## src/sv/dqap_pkg.sv

```systemverilog
// ----------------------------------------------------------------------------
// dqap_pkg
// Shared types, character codes and digit helpers for the dotted-quad
// address parser.
// ----------------------------------------------------------------------------
package dqap_pkg;

	typedef logic [7:0]  char_t;
	typedef logic [31:0] addr_t;
	typedef logic [8:0]  part_t;

	// Radix of a digit being folded into the current part
	typedef enum logic [1:0] {
		RADIX_OCT,
		RADIX_DEC,
		RADIX_HEX
	} radix_t;

	localparam char_t CH_NUL   = 8'h00;
	localparam char_t CH_DOT   = 8'h2E;
	localparam char_t CH_PLUS  = 8'h2B;
	localparam char_t CH_MINUS = 8'h2D;
	localparam char_t CH_SPACE = 8'h20;
	localparam char_t CH_TAB   = 8'h09;
	localparam char_t CH_CR    = 8'h0D;
	localparam char_t CH_ZERO  = 8'h30;
	localparam char_t CH_ONE   = 8'h31;
	localparam char_t CH_SEVEN = 8'h37;
	localparam char_t CH_NINE  = 8'h39;
	localparam char_t CH_LA    = 8'h61;
	localparam char_t CH_LF    = 8'h66;
	localparam char_t CH_UA    = 8'h41;
	localparam char_t CH_UF    = 8'h46;
	localparam char_t CH_LX    = 8'h78;
	localparam char_t CH_UX    = 8'h58;

	localparam part_t PART_MAX    = 9'd255;
	localparam part_t PART_CLAMP  = 9'd256;
	localparam logic [2:0] LAST_DOT = 3'd3;

	function automatic logic is_blank(input char_t c);
		return (c == CH_SPACE) || (c >= CH_TAB && c <= CH_CR);
	endfunction

	function automatic logic is_dec(input char_t c);
		return (c >= CH_ZERO) && (c <= CH_NINE);
	endfunction

	function automatic logic is_oct(input char_t c);
		return (c >= CH_ZERO) && (c <= CH_SEVEN);
	endfunction

	function automatic logic is_hex(input char_t c);
		return is_dec(c) || (c >= CH_LA && c <= CH_LF) || (c >= CH_UA && c <= CH_UF);
	endfunction

	// Digit value of a hex/decimal/octal character (valid only if is_hex)
	function automatic logic [3:0] digit_val(input char_t c);
		char_t t;
		t = 8'h00;
		if (is_dec(c)) begin
			t = c - CH_ZERO;
		end else if (c >= CH_LA && c <= CH_LF) begin
			t = c - CH_LA + 8'd10;
		end else begin
			t = c - CH_UA + 8'd10;
		end
		return t[3:0];
	endfunction

	// part * radix + digit, held at 256 once it passes 255
	function automatic part_t add_digit(input part_t pv, input radix_t r,
			input logic [3:0] d);
		logic [13:0] v;
		logic [13:0] p;
		p = {5'd0, pv};
		unique case (r)
			RADIX_OCT: v = (p << 3) + {10'd0, d};
			RADIX_DEC: v = (p << 3) + (p << 1) + {10'd0, d};
			RADIX_HEX: v = (p << 4) + {10'd0, d};
			default:   v = 14'd0;
		endcase
		return (v > 14'(PART_CLAMP)) ? PART_CLAMP : v[8:0];
	endfunction

endpackage

```

## src/sv/dotted_quad_address_parser.sv

```systemverilog
// ----------------------------------------------------------------------------
// dotted_quad_address_parser
// Parses an IPv4 address written as text, one character per word, and
// returns the packed address (or a rejection) at the terminating zero byte.
// ----------------------------------------------------------------------------
// Throughput: one character per cycle, except that a zero byte waits while an
// earlier result is held by a receiver stall. The parse state updates from the
// input register, and a zero byte's result is registered in the result
// register when the byte leaves the input register.
// Reset: arst_n clears the input and result valid flags and the parse state
// (start of a new string); no clearing pass is needed.
module dotted_quad_address_parser (
	input  logic            clk,
	input  logic            arst_n,
	input  logic            ch_valid,
	output logic            ch_stall,
	input  dqap_pkg::char_t ch,
	output logic            res_valid,
	input  logic            res_stall,
	output logic            accepted,
	output dqap_pkg::addr_t address
);
	import dqap_pkg::*;

	// Position within the current part
	typedef enum logic [2:0] {
		PH_START,
		PH_BLANKS,
		PH_SIGNED,
		PH_ZERO,
		PH_XPEND,
		PH_DEC,
		PH_OCT,
		PH_HEX
	} phase_t;

	// Input register
	logic  vld_s1;
	char_t ch_s1;

	// Parse state
	part_t      part_q;
	phase_t     phase_q;
	logic [2:0] parts_q;
	addr_t      addr_q;
	logic       rej_q;
	logic       minus_q;
	logic       empty_q;

	// Next state
	part_t      part_d;
	phase_t     phase_d;
	logic [2:0] parts_d;
	addr_t      addr_d;
	logic       rej_d;
	logic       minus_d;
	logic       empty_d;

	logic  adv_s1;
	logic  is_end;
	logic  close_ok;
	addr_t addr_closed;
	logic  res_ok;

	// Stage 1 advances unless a zero byte waits for a busy result register
	assign is_end   = (ch_s1 == CH_NUL);
	assign adv_s1   = vld_s1 && (!is_end || !res_valid || !res_stall);
	assign ch_stall = vld_s1 && !adv_s1;

	always_ff @(posedge clk or negedge arst_n) begin
		if (!arst_n) begin
			vld_s1 <= 1'b0;
		end else if (!ch_stall) begin
			vld_s1 <= ch_valid;
		end
	end

	always_ff @(posedge clk) begin
		if (!ch_stall && ch_valid) begin
			ch_s1 <= ch;
		end
	end

	// Can the current part end here
	assign close_ok = (phase_q != PH_BLANKS) && (phase_q != PH_SIGNED) &&
		(phase_q != PH_XPEND) && (part_q <= PART_MAX) &&
		!(minus_q && (part_q != 9'd0));
	assign addr_closed = {addr_q[23:0], part_q[7:0]};
	assign res_ok = !rej_q && !empty_q && close_ok;

	// Character step
	always_comb begin
		part_d  = part_q;
		phase_d = phase_q;
		parts_d = parts_q;
		addr_d  = addr_q;
		rej_d   = rej_q;
		minus_d = minus_q;
		empty_d = empty_q;
		if (is_end) begin
			part_d  = 9'd0;
			phase_d = PH_START;
			parts_d = 3'd0;
			addr_d  = '0;
			rej_d   = 1'b0;
			minus_d = 1'b0;
			empty_d = 1'b1;
		end else begin
			empty_d = 1'b0;
			if (!rej_q) begin
				if (ch_s1 == CH_DOT) begin
					if (!close_ok || parts_q >= LAST_DOT) begin
						rej_d = 1'b1;
					end else begin
						parts_d = parts_q + 3'd1;
						addr_d  = addr_closed;
						part_d  = 9'd0;
						phase_d = PH_START;
						minus_d = 1'b0;
					end
				end else begin
					unique case (phase_q)
						PH_START, PH_BLANKS, PH_SIGNED: begin
							if (phase_q != PH_SIGNED && is_blank(ch_s1)) begin
								phase_d = PH_BLANKS;
							end else if (phase_q != PH_SIGNED &&
									(ch_s1 == CH_PLUS || ch_s1 == CH_MINUS)) begin
								minus_d = (ch_s1 == CH_MINUS);
								phase_d = PH_SIGNED;
							end else if (ch_s1 == CH_ZERO) begin
								phase_d = PH_ZERO;
							end else if (ch_s1 >= CH_ONE && ch_s1 <= CH_NINE) begin
								part_d  = add_digit(part_q, RADIX_DEC, digit_val(ch_s1));
								phase_d = PH_DEC;
							end else begin
								rej_d = 1'b1;
							end
						end
						PH_ZERO: begin
							if (ch_s1 == CH_LX || ch_s1 == CH_UX) begin
								phase_d = PH_XPEND;
							end else if (is_oct(ch_s1)) begin
								part_d  = add_digit(part_q, RADIX_OCT, digit_val(ch_s1));
								phase_d = PH_OCT;
							end else begin
								rej_d = 1'b1;
							end
						end
						PH_XPEND, PH_HEX: begin
							if (is_hex(ch_s1)) begin
								part_d  = add_digit(part_q, RADIX_HEX, digit_val(ch_s1));
								phase_d = PH_HEX;
							end else begin
								rej_d = 1'b1;
							end
						end
						PH_DEC: begin
							if (is_dec(ch_s1)) begin
								part_d = add_digit(part_q, RADIX_DEC, digit_val(ch_s1));
							end else begin
								rej_d = 1'b1;
							end
						end
						PH_OCT: begin
							if (is_oct(ch_s1)) begin
								part_d = add_digit(part_q, RADIX_OCT, digit_val(ch_s1));
							end else begin
								rej_d = 1'b1;
							end
						end
						default: begin
							rej_d = 1'b1;
						end
					endcase
				end
			end
		end
	end

	// Parse state registers
	always_ff @(posedge clk or negedge arst_n) begin
		if (!arst_n) begin
			part_q  <= 9'd0;
			phase_q <= PH_START;
			parts_q <= 3'd0;
			addr_q  <= '0;
			rej_q   <= 1'b0;
			minus_q <= 1'b0;
			empty_q <= 1'b1;
		end else if (adv_s1) begin
			part_q  <= part_d;
			phase_q <= phase_d;
			parts_q <= parts_d;
			addr_q  <= addr_d;
			rej_q   <= rej_d;
			minus_q <= minus_d;
			empty_q <= empty_d;
		end
	end

	// Result register
	always_ff @(posedge clk or negedge arst_n) begin
		if (!arst_n) begin
			res_valid <= 1'b0;
		end else if (adv_s1 && is_end) begin
			res_valid <= 1'b1;
		end else if (!res_stall) begin
			res_valid <= 1'b0;
		end
	end

	always_ff @(posedge clk) begin
		if (adv_s1 && is_end) begin
			accepted <= res_ok;
			address  <= res_ok ? addr_closed : '1;
		end
	end

endmodule

```

## config.mk

```make
export PLATFORM = sky130hd
export DESIGN_NAME = dotted_quad_address_parser
export DESIGN_NICKNAME = d
export VERILOG_FILES = /design/src/sv/dqap_pkg.sv /design/src/sv/dotted_quad_address_parser.sv
export SDC_FILE = /design/constraint.sdc
export NUM_CORES = 1
export LEC_CHECK = 0
export ABC_AREA = 1
export BUFFER_PORTS_ARGS = -buffer_cell sky130_fd_sc_hd__buf_4
export CAP_MARGIN = 20
export CORE_MARGIN = 5
export CORE_UTILIZATION = 45
export CTS_CLUSTER_DIAMETER = 200
export DETAILED_ROUTE_END_ITERATION = 12
export RECOVER_POWER = 50
export SLEW_MARGIN = 30
export SYNTH_ARGS = -nofsm -noshare
export SYNTH_HDL_FRONTEND = slang
export SYNTH_SLANG_ARGS = --single-unit
```

## constraint.sdc

```tcl
create_clock -name clk -period 9.7 [get_ports clk]
set_clock_uncertainty 0.1 [all_clocks]
set_input_delay 0.97 -clock clk [delete_from_list [all_inputs] [get_ports clk]]
set_output_delay 0.97 -clock clk [all_outputs]
set_load 0.03 [all_outputs]
```

# --- After elaboration in Yosys (flattened, before gate mapping) ---
# Cells that the tools add are included.
# Widths: inputs -> output; s select.
classes:
  order_cmp: 17
  eq_ne: 33
  n_reduce_logical: 49
  add_sub_neg: 12
  muxes: 121
op_table:
  columns: ["cell", "count"]
  rows:
  - ["$mux 14", 29]
  - ["$mux 9", 18]
  - ["$mux 4", 30]
  - ["$mux 24", 4]
  - ["$gt 14x9->1 const B", 5]
  - ["$mux 3", 15]
  - ["$pmux 9 s5", 1]
  - ["$eq 8x6->1 const B", 5]
  - ["$ne 4x4->1 const B", 9]
  - ["$add 13x4->14", 2]
  - ["$add 12x4->13", 2]
  - ["$mux 1", 22]
  - ["$logic_and 1x1->1", 19]
  - ["$eq 8x7->1 const B", 2]
  - ["$ge 8x6->1 const B", 2]
  - ["$ge 8x7->1 const B", 2]
  - ["$le 8x6->1 const B", 2]
  - ["$le 8x7->1 const B", 2]
  - ["$add 14x4->14", 1]
  - ["$add 12x10->13", 1]
  - ["$eq 3x3->1 const B", 4]
  - ["$reduce_and 12->1", 1]
  - ["$sub 4x1->4 const B", 3]
  - ["$le 9x8->1 const B", 1]
  - ["29 further kinds", 50]
word_totals:
  elab_cells: 244
  register_bits: 85
  output_inout_bits: 35
  input_bits: 12

# --- Logic depth before layout (Yosys ltp) ---
# Gate-level depths: netlist (run 1).
depth:
  ltp_word: 31
  ltp_mapped: 25
  mapped_depth_nobuf: 25

# --- Worst setup path after synthesis (run 1) ---
# No wires, ideal clock.
synth_path:
  path_type: "register to register"
  from: "reg ch_s1[0]"
  to: "reg part_q[0]"
  setup_ns: 0.066
  period_less_slack_ns: 3.238
  path_stages_with_launch: 26
  arrival_ns: 3.073
  path_buffers: 0
  path_slack_ns: 6.462
  path_cell_list: "edfxtp_1 > inv_1 > ha_1 > inv_1 > nand2_1 > nand2_2 > nand3_4 > nand2_4 > nand2_4 > nand2_1 > inv_1 > ha_1 > ha_1 > nand2_1 > nor2_1 > nand4_1 > xor2_1 > a21oi_1 > nand2_1 > nor2_1 > nand2_1 > nand2_1 > o21ai_0 > a21oi_1 > nand2_1 > nand2_1"
synth_between:
  elab_chain_len: 31
synth_rtl:
  columns: ["element", "line", "source"]
  rows:
  - ["start: declaration", "dotted_quad_address_parser.sv:39", "char_t ch_s1;"]
  - ["start signal: assignment", "dotted_quad_address_parser.sv:80", "ch_s1 <= ch;"]
  - ["$sub 4x1->4 (tied with other cells)", "dqap_pkg.sv:64, dqap_pkg.sv:66", null]
  - ["$add 4x4->4 / $logic_and 1x1->1 (equally long branches)", null, null]
  - ["$mux 4", "dqap_pkg.sv:63", "end else if (c >= CH_LA && c <= CH_LF) begin"]
  - ["$mux 4", "dqap_pkg.sv:61", "if (is_dec(c)) begin"]
  - ["$mux 4", "dotted_quad_address_parser.sv:132", "end else if (ch_s1 >= CH_ONE && ch_s1 <= CH_NINE) begin"]
  - ["$mux 4", "dotted_quad_address_parser.sv:130", "end else if (ch_s1 == CH_ZERO) begin"]
  - ["$mux 4", "dotted_quad_address_parser.sv:126", "end else if (phase_q != PH_SIGNED &&"]
  - ["$mux 4", "dotted_quad_address_parser.sv:124", "if (phase_q != PH_SIGNED && is_blank(ch_s1)) begin"]
  - ["[... 15 more ...]", null, null]
  - ["$mux 9", "dotted_quad_address_parser.sv:132", null]
  - ["$mux 9", "dotted_quad_address_parser.sv:130", null]
  - ["$mux 9", "dotted_quad_address_parser.sv:126", null]
  - ["$mux 9", "dotted_quad_address_parser.sv:124", null]
  - ["$pmux 9 s5", "dotted_quad_address_parser.sv:122", "unique case (phase_q)"]
  - ["$mux 9", "dotted_quad_address_parser.sv:111", "if (ch_s1 == CH_DOT) begin"]
  - ["$mux 9", "dotted_quad_address_parser.sv:110", "if (!rej_q) begin"]
  - ["$mux 9", "dotted_quad_address_parser.sv:100", "if (is_end) begin"]
  - ["end signal: assignment", "dotted_quad_address_parser.sv:191", "part_q <= part_d;"]
  - ["end: declaration", "dotted_quad_address_parser.sv:42", "part_t part_q;"]
# Several ways; a longest one is shown, not always the timed one. The select of a mux whose other input is x is not followed.
# A chain may end at the register's enable or synchronous reset.

# --- Final worst setup path (run 1) ---
layout_path:
  from: "reg ch_s1[0]"
  to: "reg address[3] (enable)"
layout_between:
  elab_chain_len: 6
layout_rtl:
  columns: ["element", "line", "source"]
  rows:
  - ["$logic_not 8->1 (*)", "dotted_quad_address_parser.sv:66", "assign is_end = (ch_s1 == CH_NUL);"]
  - ["$logic_not 1->1", "dotted_quad_address_parser.sv:67", "assign adv_s1 = vld_s1 && (!is_end || !res_valid || !res_stall);"]
  - ["$logic_or 1x1->1 (2 in series)", "dotted_quad_address_parser.sv:67", null]
  - ["$logic_and 1x1->1", "dotted_quad_address_parser.sv:67", null]
  - ["$logic_and 1x1->1 (*)", "dotted_quad_address_parser.sv:213", "if (adv_s1 && is_end) begin"]
  - ["end signal: assignment", "dotted_quad_address_parser.sv:215", "address <= res_ok ? addr_closed : '1;"]
  - ["end: declaration", "dotted_quad_address_parser.sv:21", "output dqap_pkg::addr_t address"]
# Every way passes the cells marked *; elsewhere a longest branch is shown, timed or not.

==> results.cfg, run 1 <==
[outcome]
status = finished with violations
violations = capacitance limit, slew limit

[die]
dieArea_mm2 = 0.01516
core_area_mm2 = 0.01257
die_w_um = 123.1
io_pins = 47
die_h_um = 123.1
num_rows = 41
start_util_pct = 45.81

[global_routing]
grt_pass1_wl_um = 22380
grtUsageTotal_pct = 18.46
antenna_found_initial = 0
grt_max_degree = 55
grt_pass1_vias = 4655
grt-ovfl-total = 0

[synthesis]
syn_nets = 763
synth_seq_area_share_pct = 40.53
mappedNetlistArea_mm2 = 0.005758
synthArstFlopShare_pct = 51.76
synth_cell_types = 51
synth-seq-cells = 85
synth-main-ff-cell = dfrtp_1
syn_inst = 728
synth_edf_count = 41
syn_area_per_cell_um2 = 7.909
yosys_warnings = 0

[critical_path]
cp_slowest_stage_delay_ns = 1.24
r2r_start = ch_s1[0]
regToRegEndpoint = address[3]
cpMaxStageDelayCell = clkbuf_1
crit_start = ch_s1[0]
reg2reg_setup_slack_ns = 5.26
worstSetupEndpointType = flop
worstPathArrival_ns = 4.27
crit_required_ns = 9.54
worstSetupPathType = flop to flop
path_cells = inv_1, ha_1, nand2_1, nor3_4, clkbuf_1, nand2_1, inv_1, clkbuf_1
reg2reg_depth = 8
critPathLaunchType = flop
crit_path_max_fanout = 33

[placed_design]
io_buffer_count = 46
gp_congestion = 0.8747
hpwl_um = 10020

[finish]
layout_commonest_cell = nand2_1
final_nets = 803
area_growth_pct = 10.86
final_cell_mix = nand2_1 (218), inv_1 (96), nand3_1 (56)
drive_above_1_share_pct = 11.64
antennaDiodeCount = 0

[clock_network]
cts_resized = 0
htree_num_levels = 3
numCtsBuffers = 9
cts_sinks = 85
cts_buffer_depth = 2
cts_root_buf = clkbuf_16
cts_hold_buf = 0
post-cts-setup-buffers = 0
clkTransAtPathRegs_ns = 0.07
cts_tree = built
clock_latency_ns = 0.35

[sta]
setup_viol = 0
hold_violations = 0
setup_tns_ns = 0
post-route-min-period_ns = 4.435
fin_crit_sh_pct = 45.73
slew_headroom_pct = -63.06
rsz0062_at_grt = no
worst-slew-pin-transition_ns = 2.446
max_freq_ghz = 0.2255
drv_slew = 113

[routing]
routedWlPerCell_um = 13.97
ant_nets = 0
drtPass1Iterations = 5
vias = 4855
drt_wl_total_um = 13200
route.detailed.drc = 0
dr.first_iter.drc_count = 340
routed_via_density = 5.138

[pwr]
power_leakage_nw = 2.733
vdd_ir_drop_max_uv = 64.31
p_per_area_mw_per_mm2 = 121.6
p_total_mw = 0.7760

[hold_path]
min-delay-start = addr_q[14]
holdPathEnd = addr_q[14]
hold_depth = 2
holdCritPathClass = flop to flop

[job]
cap_viol_max_count = 3
==> cell type report <==
cell class              count  area (um2)
fillers                  1263        6185
multi-input cells         519        2944
flip-flops and latches     85        2333
inverters                 105       394.1
clock buffers               9       225.2
repair buffers             48       221.5
well taps                 172       215.2
clock inverters             7       50.05
==> state kept, by name, indices dropped and copies added (netlist names) <==
signal,flops
rej_q,1
phase_q,3
parts_q,3
minus_q,1
addr_q,24
empty_q,1
accepted,1
address,32
part_q,9
res_valid,1
vld_s1,1
ch_s1,8
==> report_power, final <==
group | internal (mW) | switching [mW] | leakage (nW) | total (mW)
registers | 0.381 | 0.00732 | 0.877 | 0.388
logic | 0.0226 | 0.0457 | 1.72 | 0.0683
clock network | 0.174 | 0.146 | 0.140 | 0.320
==> worst max path at each step <==
stage                       to  slack (ns)  cells past startpoint
floorplan            part_q[0]        6.46                     25
global placement     part_q[0]        6.10                     25
detailed placement   part_q[0]        5.93                     25
CTS                  part_q[0]        5.91                     25
global route        address[3]        4.77                      8
finish              address[3]        5.26                      8
==> metal layers <==
metal / global-route usage, % / part of all wire [%] / routed length (um) / vias to the layer above
li1: - / - / - / 2471
met1: 25.06 / 47 / 6218 / 2252
met2: 30.00 / 46 / 6084 / 113
met3: 3.843 / 5.4 / 715 / 19
met4: 5.260 / 1.4 / 181 / 0
met5: 0 / 0 / 0 / -
==> stage by stage <==
stage / cell area (um2) / util [%] / cells / setup WS (ns) / hold slack, ns
global placement: 6242 / 49.67 / 929 / 6.096 / 0.3630
detailed placement: 6247 / 49.71 / 929 / 5.929 / 0.3698
CTS: 6523 / 51.90 / 945 / 5.909 / 0.3845
finish: 6384 / 50.79 / 945 / 5.265 / 0.3805
floorplan: 5758 / - / 728 / 6.462 / 0.3517
global route: 6384 / 50.79 / 945 / 4.774 / 0.3991
==> critical path, delay by kind of cell (launching register included) <==
kind	cells	cell delay, ns
adder cells (fa/ha/maj)	1	0.24
buffers and inverters	4	2.69
AND/OR/NAND/NOR	3	0.48
flip-flops	1	0.48
==> Yosys cell counts, types with 2 or more instances <==
| library cell | instances | area, um2 |
|---|---|---|
| nand3_1 | 56 | 280.3 |
| inv_2 | 8 | 30.03 |
| nand3_4 | 3 | 52.55 |
| nor2_4 | 5 | 56.30 |
| fa_1 | 3 | 60.06 |
| nor2_2 | 5 | 31.28 |
| ha_1 | 20 | 250.2 |
| nor2_8 | 3 | 60.06 |
| nand3_2 | 7 | 70.07 |
| edfxtp_1 | 41 | 1231 |
| clkbuf_1 | 9 | 33.78 |
| clkinv_1 | 2 | 7.510 |
| xor2_2 | 3 | 48.80 |
| o41ai_1 | 2 | 17.52 |
| inv_1 | 95 | 356.6 |
| buf_4 | 2 | 15.01 |
| o21ai_0 | 12 | 60.06 |
| nand2_1 | 218 | 818.3 |
| o21ai_2 | 3 | 26.28 |
| dfrtp_1 | 43 | 1076 |
| o21ai_1 | 4 | 20.02 |
| xnor2_1 | 3 | 26.28 |
| buf_2 | 5 | 25.02 |
| nor3_1 | 4 | 20.02 |
| nand2_4 | 6 | 67.56 |
| nand4_1 | 19 | 118.9 |
| a21oi_1 | 23 | 115.1 |
| nand3b_1 | 4 | 30.03 |
| nor2_1 | 46 | 172.7 |
| nand2_2 | 14 | 87.58 |
| o31ai_1 | 28 | 210.2 |
| or2_2 | 2 | 12.51 |
| xor2_1 | 12 | 105.1 |
==> logic make-up (layout without fill, tap and decap cells) <==
group	count (synthesis)	count (layout)	share of synthesized area [%]
and+or+nand+nor	396	396	33.25
adders and majority gates	23	23	5.389
xor gates and xnor gates	18	18	3.129
DFF	85	85	40.53
buffers and inverters	124	169	8.474
AOI/OAI and AO/OA	82	82	9.236
Power figures use the tool's default switching activity.
==> run 2: changes to the inputs <==
--- a/config.mk
+++ b/config.mk
@@ -12,6 +12,7 @@
 export CORE_UTILIZATION = 45
 export CTS_CLUSTER_DIAMETER = 200
 export DETAILED_ROUTE_END_ITERATION = 12
+export PLACE_DENSITY = 0.65
 export RECOVER_POWER = 50
 export SLEW_MARGIN = 30
 export SYNTH_ARGS = -nofsm -noshare
==> constraint.sdc (replaced) <==
create_clock -name clk -period 3.7 [get_ports clk]
set_clock_uncertainty 0.1 [all_clocks]
set_input_delay 0.37 -clock clk [delete_from_list [all_inputs] [get_ports clk]]
set_output_delay 0.37 -clock clk [all_outputs]
set_load 0.03 [all_outputs]
==> run 2 against run 1 <==
The flow still finishes with violations (capacitance limit, slew limit). Wire length shrank 0.26%. Via count grew 0.33%. Combinational power grew to 2.8 times the previous value. Cell count is 1.3% higher. Clock power rose to 2.7 times the previous value. Final area increased by 2.3%. Sequential power increased to 2.6 times the previous value. Maximum frequency rose by 28%. Non-clock buffer count is 12 higher. Critical endpoint is now part_q[2].
==> results.cfg, run 2 (same netlist as run 1, synthesis figures left out) <==
[sta]
setup_viol = 0
post-route-min-period_ns = 3.466
worst-slew-pin-transition_ns = 2.399
slew_headroom_pct = -59.91
max_freq_ghz = 0.2885
setup_ws_ns = 0.2343
fin_crit_sh_pct = 93.67
drv_slew = 45
hold_violations = 0
rsz0062_at_grt = yes

[routing]
ant_nets = 0
drtPass1Iterations = 5
routed_via_density = 5.090
drt_wl_total_um = 13170
vias = 4871
routedWlPerCell_um = 13.76
dr.first_iter.drc_count = 342
route.detailed.drc = 0

[clock_network]
numCtsBuffers = 9
cts_sinks = 85
htree_num_levels = 3
cts_tree = built
cts_root_buf = clkbuf_16
clock_latency_ns = 0.34
cts_buffer_depth = 2
clkTransAtPathRegs_ns = 0.07

[critical_path]
critPathLaunchType = flop
worstSetupEndpointType = flop
crit_required_ns = 3.88
worstPathArrival_ns = 3.65
crit_path_max_fanout = 8
path_common_cell = nand2_1
worstSetupPathType = flop to flop
cpMaxStageDelayCell = edfxtp_1
cp_slowest_stage_delay_ns = 0.46

[placed_design]
place_ws_ns = 0.1033
gp_congestion = 0.8858
io_buffer_count = 46
hpwl_um = 9913

[global_routing]
antenna_found_initial = 0
grt_max_degree = 55
grt_pass1_wl_um = 21900
grtUsageTotal_pct = 18.06
grt_pass1_vias = 4552
grt-ovfl-total = 0

[finish]
final_cell_mix = nand2_1 (216), inv_1 (95), nand3_1 (54)
final_nets = 815
layout_commonest_cell = nand2_1
antennaDiodeCount = 0
final_core_util_pct = 51.95
area_growth_pct = 13.39
reg_top3 = address (32), addr_q (24), part_q (9)
drive_above_1_share_pct = 14.14
largest_reg_flops = 32
largest_register = address

[die]
start_util_pct = 45.81
io_pins = 47
core_area_mm2 = 0.01257
die_w_um = 123.1
num_rows = 41
dieArea_mm2 = 0.01516
die_h_um = 123.1

[pwr]
power_leakage_nw = 2.774
p_per_area_mw_per_mm2 = 315.9
vdd_ir_drop_max_uv = 205.4
p_total_mw = 2.062

[job]
cap_viol_max_count = 1

[hold_path]
holdCritPathClass = input port to flop

[outcome]
status = finished with violations
violations = capacitance limit, slew limit
## run 2: cell types whose count changed in the layout (fill, tap and decap cells not counted), sizes merged
cell | before | now
clkinv | 8 | 4
buf | 3 | 15
clkinvlp | 0 | 3
dlygate4sd3 | 0 | 1
## run 2: worst max-delay path: cells and delay by family, from the launching register on
kind | cells | cell delay [ns]
simple gates | 16 | 1.56
fa+ha+maj | 3 | 0.62
flops | 1 | 0.46
buf+inv | 3 | 0.26
compound gates | 2 | 0.24
xor+xnor | 1 | 0.17
## run 2: report_power, final
group	switching [mW]	total (mW)	internal [mW]
Clock	0.381	0.858	0.477
Combinational	0.123	0.190	0.0668
Sequential	0.0172	1.01	0.998
Total	0.521	2.06	1.54
## run 2: worst paths after layout
kind / from / endpoint / slack (ns) / depth (start not counted)
max in group asynchronous: arst_n / addr_q[17] / 0.93 / 2
worst min-delay path: ch[0] / ch_s1[0] / 0.12 / 1
worst min register to register: addr_q[1] / addr_q[1] / 0.38 / 2
worst max register to register: ch_s1[0] / part_q[2] / 0.23 / 25
min in group asynchronous: arst_n / addr_q[16] / 1.20 / 2
worst max-delay path: ch_s1[0] / part_q[2] / 0.23 / 25
## run 2: routing by layer
layer	GRT usage, %	up-vias	part of all wire (%)
met5	0	-	0
met4	4.983	0	1.0
met3	3.614	16	5.5
met2	29.86	129	47
met1	24.28	2245	47
li1	-	2481	-
## run 2: area by class of cell
class | count | area (um2)
Inverter | 105 | 394.1
Fill cell | 1217 | 6040
Multi-Input combinational cell | 519 | 2984
Sequential cell | 85 | 2333
Clock buffer | 10 | 239.0
Timing Repair Buffer | 60 | 317.8
Clock inverter | 6 | 45.04
Tap cell | 172 | 215.2
## run 2: per-stage QoR
| step | TNS (ns) | hold WS [ns] | instances | cell area [um2] |
|---|---|---|---|---|
| 2_1_floorplan | 0 | -0.02559 | 728 | 5758 |
| 3_3_place_gp | 0 | 0.3068 | 937 | 6302 |
| 3_5_place_dp | 0 | 0.3101 | 937 | 6302 |
| 4_1_cts | 0 | 0.08973 | 954 | 6596 |
| 5_1_grt | -0.1740 | 0.1166 | 957 | 6529 |
| 6_report | 0 | 0.1234 | 957 | 6529 |
## run 2: timing repair
item,CTS,global route
setup endpoints to repair,0,9
gates resized for setup,0,14
hold buffers,1,0
setup buffers,0,3
hold endpoints to repair,43,0
==> run 3: changes to the inputs <==
--- a/config.mk
+++ b/config.mk
@@ -8,11 +8,13 @@
 export ABC_AREA = 1
 export BUFFER_PORTS_ARGS = -buffer_cell sky130_fd_sc_hd__buf_4
 export CAP_MARGIN = 20
+export CELL_PAD_IN_SITES_DETAIL_PLACEMENT = 2
+export CELL_PAD_IN_SITES_GLOBAL_PLACEMENT = 2
 export CORE_MARGIN = 5
-export CORE_UTILIZATION = 45
+export CORE_UTILIZATION = 33
 export CTS_CLUSTER_DIAMETER = 200
 export DETAILED_ROUTE_END_ITERATION = 12
-export PLACE_DENSITY = 0.65
+export PLACE_DENSITY_LB_ADDON = 0.1
 export RECOVER_POWER = 50
 export SLEW_MARGIN = 30
 export SYNTH_ARGS = -nofsm -noshare
==> run 3 against run 2 <==
The flow still finishes with violations (capacitance limit, slew limit). Sequential cell count unchanged. Register-to-register slack hardly changed. Maximum frequency up 0.37%. Worst setup slack better by 0.013 ns. Utilization down 13 points. Critical path depth unchanged. Via count is 4.1% higher. Clock-buffer cell count up 1. Die area up 33%. Power grew 2.2%. Critical endpoint is now part_q[3]. Largest cell class unchanged. Largest power group unchanged.
==> results.cfg, run 3 (same netlist as run 1, synthesis figures left out) <==
[outcome]
status = finished with violations
violations = capacitance limit, slew limit

[placed_design]
post-place-cells = 992
place_ws_ns = -0.02584
hpwl_um = 13520
io_buffer_count = 46
gp_congestion = 0.8492
place_area_mm2 = 0.006384

[critical_path]
path_depth = 25
worstSetupEndpointType = flop
worstSetupPathType = flop to flop
crit_start = ch_s1[1]
crit_family = simple AND/OR/NAND/NOR gates
crit_path_max_fanout = 8
crit_required_ns = 3.88
path_buf_inv = 4
cpMaxStageDelayCell = edfxtp_1
reg2reg_depth = 25
r2r_start = ch_s1[1]
critPathLaunchType = flop
worstPathArrival_ns = 3.64
path_common_cell = nand2_1
cp_slowest_stage_delay_ns = 0.41

[sta]
post-route-min-period_ns = 3.453
drv_slew = 45
hold_violations = 0
setup_ws_ns = 0.2470
fin_crit_sh_pct = 93.32
holdWs_ns = 0.1191
setup_viol = 0
slew_headroom_pct = -77.11
worst-slew-pin-transition_ns = 2.657
max_freq_ghz = 0.2896

[die]
num_rows = 48
start_util_pct = 33.41
io_pins = 47
dieArea_mm2 = 0.02019
die_w_um = 142.1
core_area_mm2 = 0.01724
die_h_um = 142.1

[hold_path]
holdCritPathClass = input port to flop
min-delay-start = ch[3]
hold_depth = 1

[global_routing]
grt-ovfl-total = 0
grt_pass1_wl_um = 29410
met3_usage_pct = 2.722
grt_max_degree = 55
gr-usage-met2_pct = 32.22
grtUsageTotal_pct = 17.99
gr-usage-met1_pct = 23.34
grt_pass1_vias = 5726
antenna_found_initial = 0
grt_busiest_layer = met2

[routing]
drtPass1Iterations = 4
route.detailed.drc = 0
dr.first_iter.drc_count = 178
vias = 5069
routedWlPerCell_um = 17.39
routed_via_density = 4.999
drt_wl_total_um = 17630
ant_nets = 0

[pwr]
vdd_ir_drop_max_uv = 197.3
power_leakage_nw = 2.808
p_per_area_mw_per_mm2 = 317.6

[finish]
fin_cells = 1014
antennaDiodeCount = 0
largest_reg_flops = 32
stdcell_area_mm2 = 0.006635
largest_register = address
final_cell_mix = nand2_1 (216), inv_1 (93), nand3_1 (55)
layout_commonest_cell = nand2_1
reg_top3 = address (32), addr_q (24), part_q (9)
area_growth_pct = 15.23
final_nets = 819
drive_above_1_share_pct = 15.08

[clock_network]
htree_num_levels = 3
clkTransAtPathRegs_ns = 0.07
cts_tree = built
cts_root_buf = clkbuf_16
cts_sinks = 85
clock_latency_ns = 0.34
cts_buffer_depth = 2
numCtsBuffers = 9

[job]
cap_viol_max_count = 1
-- run 3: cell type report --
type / count / area, um2
Clock inverter: 5 / 32.53
Multi-Input combinational cell: 519 / 2990
Clock buffer: 11 / 254.0
Tap cell: 225 / 281.5
Fill cell: 2036 / 10600
Inverter: 105 / 394.1
Sequential cell: 85 / 2333
Timing Repair Buffer: 64 / 349.1
-- run 3: final timing paths --
path,end,slack [ns]
min reg2reg,addr_q[16],0.38
max,part_q[3],0.25
min,ch_s1[3],0.12
max in group asynchronous,addr_q[2],0.68
max reg2reg,part_q[3],0.25
min in group asynchronous,minus_q,1.30
-- run 3: stage by stage --
| step | utilization [%] | setup TNS [ns] | power, mW |
|---|---|---|---|
| 2_1_floorplan | - | 0 | 1.162 |
| 3_3_place_gp | 37.04 | 0 | 1.224 |
| 3_5_place_dp | 37.04 | -0.02584 | 1.233 |
| 4_1_cts | 38.81 | 0 | 2.127 |
| 5_1_grt | 38.49 | -0.09336 | 2.205 |
| 6_report | 38.49 | 0 | 2.107 |
-- run 3: layer usage --
| layer | part of all wire (%) | vias to the layer above |
|---|---|---|
| met5 | 0 | - |
| met4 | 0.61 | 0 |
| li1 | - | 2485 |
| met2 | 51 | 56 |
| met3 | 2.7 | 8 |
| met1 | 46 | 2520 |
-- run 3: timing repair --
item,4_1_cts,5_1_grt
resized for setup,1,16
setup endpoints to repair,4,9
pin swaps,0,6
endpoints found under the hold margin,43,0
hold buffers,1,0
setup buffers,1,4
-- run 3: report_power, final --
group	internal (mW)	switching, mW
Sequential	0.997	0.0175
Combinational	0.0705	0.137
Clock	0.497	0.388
Total	1.56	0.543
